File: config.mk
export PLATFORM = sky130hd
export DESIGN_NAME = console_line_editor_core_flat
export DESIGN_NICKNAME = d
export VERILOG_FILES = /design/src/hw/rtl/cle_pkg.sv /design/src/hw/rtl/cle_if.sv /design/src/hw/rtl/cle_store.sv /design/src/hw/rtl/cle_emit.sv /design/src/hw/rtl/console_line_editor_core.sv /design/src/flat_wrapper.sv
export SDC_FILE = /design/constraint.sdc
export NUM_CORES = 2
export LEC_CHECK = 0
export BUFFER_PORTS_ARGS = -buffer_cell sky130_fd_sc_hd__buf_2
export CAP_MARGIN = 30
export CORE_ASPECT_RATIO = 1.1
export CORE_UTILIZATION = 40
export CTS_CLUSTER_SIZE = 8
export DETAILED_ROUTE_END_ITERATION = 10
export GPL_ROUTABILITY_DRIVEN = 0
export HOLD_SLACK_MARGIN = 0.1
export PLACE_DENSITY = 0.54
export SETUP_SLACK_MARGIN = 0.15
export SYNTH_ARGS = -nofsm -noshare
export SYNTH_HDL_FRONTEND = slang
export SYNTH_SLANG_ARGS = --single-unit
export TNS_END_PERCENT = 30
File: constraint.sdc
create_clock -name clk -period 5.23 [get_ports clk]
set_input_delay 0.7845 -clock clk [delete_from_list [all_inputs] [get_ports clk]]
set_output_delay 0.7845 -clock clk [all_outputs]
set_load 0.02 [all_outputs]
File: src/hw/rtl/cle_pkg.sv
// Shared constants, codes and types of the console line editor.
`default_nettype none

package cle_pkg;

	localparam int LINE_BYTES = 256;
	localparam int LEN_W      = $clog2(LINE_BYTES);
	localparam int CHAR_W     = 7;
	localparam int BYTE_W     = 8;
	localparam int RES_MAX    = 3;
	localparam int CNT_W      = 2;

	localparam logic [CHAR_W-1:0] CH_NUL  = 7'h00;
	localparam logic [CHAR_W-1:0] CH_BS   = 7'h08;
	localparam logic [CHAR_W-1:0] CH_LF   = 7'h0a;
	localparam logic [CHAR_W-1:0] CH_CR   = 7'h0d;
	localparam logic [CHAR_W-1:0] CH_CTLU = 7'h15;
	localparam logic [CHAR_W-1:0] CH_SP   = 7'h20;
	localparam logic [CHAR_W-1:0] CH_HASH = 7'h23;
	localparam logic [CHAR_W-1:0] CH_AT   = 7'h40;
	localparam logic [CHAR_W-1:0] CH_DEL  = 7'h7f;

	typedef enum logic [1:0] {
		KIND_ECHO = 2'd0,
		KIND_DONE = 2'd1,
		KIND_READ = 2'd2
	} kind_t;

	typedef struct packed {
		kind_t              kind;
		logic [BYTE_W-1:0]  value;
	} res_t;

	// Results of one request, handed from the store stage to the emitter.
	typedef struct packed {
		logic [CNT_W-1:0]         n;
		logic                     use_rd;
		res_t [RES_MAX-1:0]       res;
	} plan_t;

endpackage

`default_nettype wire

File: src/hw/rtl/cle_if.sv
// Request and result channel interfaces of the console line editor.
`default_nettype none

interface cle_in_if;
	logic                        valid;
	logic                        ready;
	logic                        mode;
	logic [cle_pkg::BYTE_W-1:0]  char_in;
	logic [cle_pkg::BYTE_W-1:0]  read_index;

	modport source (output valid, output mode, output char_in, output read_index,
		input ready);
	modport sink (input valid, input mode, input char_in, input read_index,
		output ready);
endinterface

interface cle_out_if;
	logic                        valid;
	logic                        ready;
	logic [1:0]                  kind;
	logic [cle_pkg::BYTE_W-1:0]  value;
	logic                        last;

	modport source (output valid, output kind, output value, output last,
		input ready);
	modport sink (input valid, input kind, input value, input last,
		output ready);
endinterface

`default_nettype wire

File: src/hw/rtl/cle_store.sv
// Line store memory, length state and per-request result planning.
`default_nettype none

module cle_store (
	input  wire logic                        clk,
	input  wire logic                        arst_n,
	cle_in_if.sink                           in,
	output cle_pkg::plan_t                   plan,
	output logic                             plan_valid,
	input  wire logic                        plan_ready,
	output logic [cle_pkg::CHAR_W-1:0]       rd_data
);
	import cle_pkg::*;

	logic [CHAR_W-1:0] mem [LINE_BYTES];
	logic [CHAR_W-1:0] rd_data_q;
	logic [LEN_W-1:0]  edit_len_q, edit_len_d;
	logic [LEN_W-1:0]  done_len_q, done_len_d;
	plan_t             plan_s1, plan_d;
	logic              plan_valid_q;

	logic              accept;
	logic [CHAR_W-1:0] c;
	logic              is_rub, is_kill, is_plain, len_nz, can_store, wr_en;
	logic [BYTE_W-1:0] in_ch;

	assign in.ready = !plan_valid_q || plan_ready;
	assign accept   = in.valid && in.ready;

	assign c        = (in.char_in[CHAR_W-1:0] == CH_CR) ? CH_LF : in.char_in[CHAR_W-1:0];
	assign in_ch    = BYTE_W'(c);
	assign is_rub   = (c == CH_BS) || (c == CH_DEL);
	assign is_kill  = (c == CH_AT) || (c == CH_CTLU);
	assign is_plain = !(c == CH_NUL || c == CH_LF || is_rub || c == CH_HASH || is_kill);
	assign len_nz   = edit_len_q != '0;
	assign can_store = edit_len_q < LEN_W'(LINE_BYTES - 1);
	assign wr_en    = accept && !in.mode && is_plain && can_store;

	always_comb begin
		plan_d     = '0;
		edit_len_d = edit_len_q;
		done_len_d = done_len_q;
		if (in.mode) begin
			plan_d.n            = CNT_W'(1);
			plan_d.use_rd       = in.read_index < BYTE_W'(done_len_q);
			plan_d.res[0].kind  = KIND_READ;
		end else if (is_rub) begin
			if (len_nz) begin
				edit_len_d    = edit_len_q - LEN_W'(1);
				plan_d.n      = CNT_W'(3);
				plan_d.res[0] = '{kind: KIND_ECHO, value: BYTE_W'(CH_BS)};
				plan_d.res[1] = '{kind: KIND_ECHO, value: BYTE_W'(CH_SP)};
				plan_d.res[2] = '{kind: KIND_ECHO, value: BYTE_W'(CH_BS)};
			end
		end else begin
			plan_d.n      = CNT_W'(1);
			plan_d.res[0] = '{kind: KIND_ECHO, value: in_ch};
			if (c == CH_LF) begin
				done_len_d    = edit_len_q;
				edit_len_d    = '0;
				plan_d.n      = CNT_W'(2);
				plan_d.res[1] = '{kind: KIND_DONE, value: BYTE_W'(edit_len_q)};
			end else if (c == CH_HASH) begin
				if (len_nz) begin
					edit_len_d = edit_len_q - LEN_W'(1);
				end
			end else if (is_kill) begin
				edit_len_d    = '0;
				plan_d.n      = CNT_W'(2);
				plan_d.res[1] = '{kind: KIND_ECHO, value: BYTE_W'(CH_LF)};
			end else if (wr_en) begin
				edit_len_d = edit_len_q + LEN_W'(1);
			end
		end
	end

	// Write and read never hit the same entry at one edge: one request is either.
	always_ff @(posedge clk) begin
		if (wr_en) begin
			mem[edit_len_q] <= c;
		end
		if (accept && in.mode) begin
			rd_data_q <= mem[in.read_index[LEN_W-1:0]];
		end
	end

	always_ff @(posedge clk or negedge arst_n) begin
		if (!arst_n) begin
			edit_len_q   <= '0;
			done_len_q   <= '0;
			plan_valid_q <= 1'b0;
		end else begin
			if (accept) begin
				edit_len_q   <= edit_len_d;
				done_len_q   <= done_len_d;
				plan_valid_q <= plan_d.n != '0;
			end else if (plan_ready) begin
				plan_valid_q <= 1'b0;
			end
		end
	end

	always_ff @(posedge clk) begin
		if (accept) begin
			plan_s1 <= plan_d;
		end
	end

	assign plan       = plan_s1;
	assign plan_valid = plan_valid_q;
	assign rd_data    = rd_data_q;

	a_edit_len_bound: assert property (@(posedge clk) disable iff (!arst_n)
		edit_len_q <= LEN_W'(LINE_BYTES - 1))
		else $error("edit length beyond store capacity");

	a_line_end_clears: assert property (@(posedge clk) disable iff (!arst_n)
		(accept && !in.mode && c == CH_LF) |=> (edit_len_q == '0 &&
		done_len_q == $past(edit_len_q)))
		else $error("line end did not move length");

	// Read data matters only for a pending read request.
	a_plan_holds: assert property (@(posedge clk) disable iff (!arst_n)
		(plan_valid_q && !plan_ready) |=> (plan_valid_q && $stable(plan_s1)
		&& (!plan_s1.use_rd || $stable(rd_data_q))))
		else $error("pending plan or read data changed while stalled");

endmodule

`default_nettype wire

File: src/hw/rtl/cle_emit.sv
// Result sequencer: issues a plan's results one per cycle into the output register unless out stalls.
`default_nettype none

module cle_emit (
	input  wire logic                        clk,
	input  wire logic                        arst_n,
	input  wire cle_pkg::plan_t              plan,
	input  wire logic                        plan_valid,
	output logic                             plan_ready,
	input  wire logic [cle_pkg::CHAR_W-1:0]  rd_data,
	cle_out_if.source                        out
);
	import cle_pkg::*;

	res_t [RES_MAX-1:0] res_q;
	logic [CNT_W-1:0]   rem_q;
	logic [CNT_W-1:0]   ptr_q;
	logic               out_valid_q;
	kind_t              kind_q;
	logic [BYTE_W-1:0]  value_q;
	logic               last_q;

	logic               load, have, take;
	res_t [RES_MAX-1:0] res_in;

	assign load       = !out_valid_q || out.ready;
	assign have       = rem_q != '0;
	assign take       = plan_valid && (!have || (rem_q == CNT_W'(1) && load));
	assign plan_ready = take;

	always_comb begin
		res_in = plan.res;
		if (plan.use_rd) begin
			res_in[0].value = BYTE_W'(rd_data);
		end
	end

	always_ff @(posedge clk or negedge arst_n) begin
		if (!arst_n) begin
			rem_q       <= '0;
			ptr_q       <= '0;
			out_valid_q <= 1'b0;
		end else begin
			if (load) begin
				out_valid_q <= have;
			end
			if (load && have) begin
				rem_q <= rem_q - CNT_W'(1);
				ptr_q <= ptr_q + CNT_W'(1);
			end
			// Refill when no result is pending or once the last pending result goes out.
			if (take) begin
				rem_q <= plan.n;
				ptr_q <= '0;
			end
		end
	end

	always_ff @(posedge clk) begin
		if (load && have) begin
			kind_q  <= res_q[ptr_q].kind;
			value_q <= res_q[ptr_q].value;
			last_q  <= rem_q == CNT_W'(1);
		end
		if (take) begin
			res_q <= res_in;
		end
	end

	assign out.valid = out_valid_q;
	assign out.kind  = kind_q;
	assign out.value = value_q;
	assign out.last  = last_q;

	a_ptr_in_range: assert property (@(posedge clk) disable iff (!arst_n)
		({1'b0, ptr_q} + {1'b0, rem_q}) <= (CNT_W + 1)'(RES_MAX))
		else $error("sequencer pointer overran result slots");

	a_last_on_final: assert property (@(posedge clk) disable iff (!arst_n)
		(load && have && rem_q == CNT_W'(1)) |=> (out_valid_q && last_q))
		else $error("final result not marked last");

	a_no_drop: assert property (@(posedge clk) disable iff (!arst_n)
		(have && !load) |=> (rem_q == $past(rem_q)))
		else $error("pending results changed while output stalled");

endmodule

`default_nettype wire

File: src/hw/rtl/console_line_editor_core.sv
// Top level of the console line editor: line store and result sequencer.
//
//   port   dir      payload                      role
//   in     sink     mode, char_in, read_index    typed character or line read request
//   out    source   kind, value, last            echo, line length or read data
//
// One request is taken per cycle while in.ready is high; it yields 0 to 3 results,
// issued one per cycle while out is not stalled. The first result passes the plan
// register, loaded at the accept edge, then the sequencer slots, then the output
// register; the store read port registers its data at the accept edge.
// Reset clears the line and completed lengths; store contents stay undefined.
// A stall on out holds the output register and, once the sequencer and plan
// register are full, drops in.ready.
`default_nettype none

module console_line_editor_core (
	input  wire logic  clk,
	input  wire logic  arst_n,
	cle_in_if.sink     in,
	cle_out_if.source  out
);
	import cle_pkg::*;

	plan_t             plan;
	logic              plan_valid;
	logic              plan_ready;
	logic [CHAR_W-1:0] rd_data;

	cle_store u_store (
		.clk        (clk),
		.arst_n     (arst_n),
		.in         (in),
		.plan       (plan),
		.plan_valid (plan_valid),
		.plan_ready (plan_ready),
		.rd_data    (rd_data)
	);

	cle_emit u_emit (
		.clk        (clk),
		.arst_n     (arst_n),
		.plan       (plan),
		.plan_valid (plan_valid),
		.plan_ready (plan_ready),
		.rd_data    (rd_data),
		.out        (out)
	);

endmodule

`default_nettype wire
File: src/flat_wrapper.sv
// flat-port wrapper written by rule: the top's interface ports become plain ports
module console_line_editor_core_flat import cle_pkg::*;
  (clk, arst_n, in_valid, in_mode, in_char_in, in_read_index, in_ready, out_valid, out_kind, out_value, out_last, out_ready);
  cle_in_if in_i ();
  cle_out_if out_i ();
  input  wire logic clk;
  input  wire logic arst_n;
  input wire logic [$bits(in_i.valid)-1:0] in_valid;
  input wire logic [$bits(in_i.mode)-1:0] in_mode;
  input wire logic [$bits(in_i.char_in)-1:0] in_char_in;
  input wire logic [$bits(in_i.read_index)-1:0] in_read_index;
  output wire logic [$bits(in_i.ready)-1:0] in_ready;
  output wire logic [$bits(out_i.valid)-1:0] out_valid;
  output wire logic [$bits(out_i.kind)-1:0] out_kind;
  output wire logic [$bits(out_i.value)-1:0] out_value;
  output wire logic [$bits(out_i.last)-1:0] out_last;
  input wire logic [$bits(out_i.ready)-1:0] out_ready;
  assign in_i.valid = in_valid;
  assign in_i.mode = in_mode;
  assign in_i.char_in = in_char_in;
  assign in_i.read_index = in_read_index;
  assign in_ready = in_i.ready;
  assign out_valid = out_i.valid;
  assign out_kind = out_i.kind;
  assign out_value = out_i.value;
  assign out_last = out_i.last;
  assign out_i.ready = out_ready;
  console_line_editor_core u_core (.clk(clk), .arst_n(arst_n), .in(in_i), .out(out_i));
endmodule
==> results.py <==
metrics = {
    "run_status": {
        "outcome": "finished with violations",
        "violations": "DRC",
    },
    "worst_hold_path": {
        "hold_path.class": "input port to register",
        "min_delay_path_depth": 3,
        "hold_start": "out_ready",
        "min_to": "u_core.u_emit.out.valid$_DFFE_PN0N_",
    },
    "timing": {
        "timing.hold.ws_ps": 236,
        "period_needed_ps": 4020,
        "max_freq_mhz": 249,
        "timing.final.ws_setup_ps": 1210,
        "slew_headroom_pct": 16.5,
        "hold_viol": 0,
        "setup_violations": 0,
        "fin_worst_skew_ps": 57.1,
        "worst_pin_slew_ps": 1250,
        "finalMaxSlewViolations": 0,
        "rsz0062_at_grt": "no",
        "finalCritPeriodShare_pct": 76.9,
    },
    "logic_synthesis": {
        "syn_inst": 3617,
        "syn_area_um2": 73200,
        "syn_avg_cell_area_um2": 20.2,
        "post-synth-top-area-cell": "edfxtp_1",
        "synth_edf_count": 1849,
        "yosysWarnings": 0,
        "synthTopCellsByCount": "1849 x edfxtp_1, 403 x mux4_2, 328 x nor2_1",
        "ys_seq_area_share_pct": 76.6,
        "ys_async_sr_fraction_pct": 1.18,
        "ys_types": 73,
        "synthTopCellsByArea": "edfxtp_1 76%, mux4_2 12%, mux2i_1 2.3%, nor2_1 1.7%, dfrtp_1 0.75%",
        "synth-main-ff-cell": "edfxtp_1",
        "synth_top_area_share_pct": 75.8,
        "ys_seq_elements": 1871,
        "yosysMostFrequentCell": "edfxtp_1",
    },
    "route": {
        "via_per_inst": 5.68,
        "ant_nets": 0,
        "wl_per_cell_um": 29.3,
        "post-route-drc-count": 4,
        "vias": 35700,
        "routed_wl_um": 185000,
        "drt_iter0_drc": 3371,
        "drtPass1Iterations": 8,
    },
    "floorplan": {
        "die_h_um": 451,
        "fp-row-count": 164,
        "initial_core_util_pct": 40.3,
        "die-area_um2": 185000,
        "ios": 34,
        "die_w_um": 410,
        "core-area_um2": 182000,
    },
    "global_routing": {
        "track_usage_pct": 20.0,
        "grt_pass1_vias": 37300,
        "grt_start_max_net_pins": 222,
        "antenna_found_initial": 5,
        "grt_overflow": 0,
        "grt_pass1_wl_um": 266000,
    },
    "flow_run": {
        "cap_violations": 0,
    },
    "layout": {
        "fin_nets": 3886,
        "final_cells": 6297,
        "drive_above_1_share_pct": 23.4,
        "fill_cells": 15100,
        "insertedDiodeCount": 0,
        "syn_to_final_growth_pct": 15.2,
        "seqCellArea_um2": 56100,
        "multi_input_area_um2": 16200,
    },
    "critical_path": {
        "reg2reg_to": "u_core.u_store.mem[92][5]$_DFFE_PP_",
        "r2r_cells": 9,
        "critPathMaxFanout": 16,
        "r2r_slack_ps": 1210,
        "worstReg2RegStart": "u_core.u_store.edit_len_q[0]$_DFFE_PN0P_",
        "arrival_ps": 4520,
        "worst_setup_path_end_kind": "register",
        "start_kind": "register",
        "required_ps": 5730,
        "critPathKind": "register to register",
    },
    "clock_tree": {
        "cts_sinks": 1871,
        "cts_max_level": 5,
        "cts_tree": "built",
        "cts.clk_slew.worst_paths_ps": 50,
        "cts_buffers": 284,
        "root_buffer": "clkbuf_16",
        "cts_max_path_buffers": 4,
        "clk-insertion-delay-late_ps": 910,
        "cts_setup_buffers": 0,
        "cts_resized": 0,
    },
    "power_and_ir_drop": {
        "ir_drop_v": 0.000359,
        "p_per_area_nw_per_um2": 420,
        "leakage_uw": 0.0266,
        "total_power_uw": 35400,
    },
    "placement": {
        "post-place-ws_ps": 633,
        "hpwlAfterDp_um": 111000,
        "io_buffers": 32,
        "placed_cells": 5966,
    },
}
where the power goes:
| group | leakage (uW) | switching (uW) | internal [uW] | total [uW] |
|---|---|---|---|---|
| clock network | 0.00364 | 5960 | 9740 | 15700 |
| logic | 0.00607 | 1870 | 820 | 2690 |
| registers | 0.0169 | 177 | 16800 | 17000 |
worst max-delay path: stages (launching register included):
cell	delay [ps]
dfrtp_1	470
ha_1	370
nand3_2	130
nor2_1	80
a32oi_1	460
nand3_2	260
nor4_2	210
buf_4	250
nand2_1	550
nor2_1	850
worst max-delay path by stage:
stage | start | end | slack [ps] | cells after the start
3_5_place_dp | in_char_in[4] | u_core.u_store.mem[92][4]$_DFFE_PP_ | 630 | 9
6_report | u_core.u_store.edit_len_q[0]$_DFFE_PN0P_ | u_core.u_store.mem[92][5]$_DFFE_PP_ | 1210 | 9
3_3_place_gp | in_char_in[3] | u_core.u_store.mem[89][1]$_DFFE_PP_ | 700 | 8
4_1_cts | u_core.u_store.edit_len_q[0]$_DFFE_PN0P_ | u_core.u_store.mem[89][6]$_DFFE_PP_ | 1180 | 9
5_1_grt | u_core.u_store.edit_len_q[0]$_DFFE_PN0P_ | u_core.u_store.mem[89][6]$_DFFE_PP_ | 900 | 9
2_1_floorplan | in_char_in[0] | u_core.u_store.mem[0][2]$_DFFE_PP_ | -710 | 2
placed cells by master, fill, tap and decap left out, types with 6 or more instances in the layout:
master and instances:
edfxtp_1 1849, mux4_2 403, nor2_1 327, clkbuf_16 290, mux2i_1 166, buf_4 94
nand2_1 82, a22oi_1 68, o22ai_1 41, a211oi_1 37, a21oi_1 35, nand3_1 31
and2_1 28, nor3_1 26, clkbuf_1 26, nand4_1 25, buf_2 24, buf_12 22
dfrtp_1 22, o21ai_0 21, mux2_2 20, inv_1 17, nor2b_1 17, o221ai_1 15
ha_1 14, a2111oi_0 13, o21ai_1 12, nand2b_1 11, a221oi_1 11, nand2_2 10
o2111ai_1 8, a21o_1 8, buf_8 8, o211ai_1 7, conb_1 7, inv_6 6
buf_16 6
metrics by stage:
step / cell area (um^2) / TNS [ps] / utilization, %
2_1_floorplan: 73200 / -917080 / -
3_3_place_gp: 76600 / 0 / 42.2
4_1_cts: 84200 / 0 / 46.4
3_5_place_dp: 76700 / 0 / 42.3
5_1_grt: 84300 / 0 / 46.4
6_report: 84300 / 0 / 46.4
cell type report:
| type | instances | area share [%] |
|---|---|---|
| Inverter | 19 | 0.0846 |
| Timing Repair Buffer | 156 | 1.87 |
| Clock inverter | 9 | 0.0905 |
| Tap cell | 2407 | 3.57 |
| Sequential cell | 1871 | 66.5 |
| Clock buffer | 316 | 8.72 |
| Multi-Input combinational cell | 1519 | 19.2 |
layer usage:
metal,routed length (um),global-route usage [%]
met3,9600,3.44
met5,0,0
met2,92000,33.3
met1,78500,27.2
met4,4410,5.68
state kept, by name, summed over array words and instances (netlist names), 2 cells and up:
signal,cells
u_core.u_store.mem,1792
u_core.u_store.plan,21
u_core.u_emit.res_q,18
u_core.u_emit.out.value,8
u_core.u_store.done_len_q,8
u_core.u_store.edit_len_q,8
u_core.u_store.rd_data,7
u_core.u_emit.out.kind,2
u_core.u_emit.ptr_q,2
u_core.u_emit.rem_q,2
cell families after synthesis:
logic type | Yosys count | share of synthesized area (%)
AO/OA/AOI/OAI | 306 | 2.99
XOR/XNOR | 4 | 0.0479
adder cells (fa/ha/maj) | 14 | 0.239
buffers and inverters | 233 | 1.48
flip-flops | 1871 | 76.6
multiplexers | 591 | 15.0
other | 1 | 0.00512
AND/OR/NAND/NOR | 597 | 3.65
what timing repair did:
action | in CTS | in global routing
hold endpoints to repair | 22 | 0
setup endpoints to repair | 0 | 0
hold buffers | 1 | 0
No activity file was read; power rests on OpenSTA's default activity.
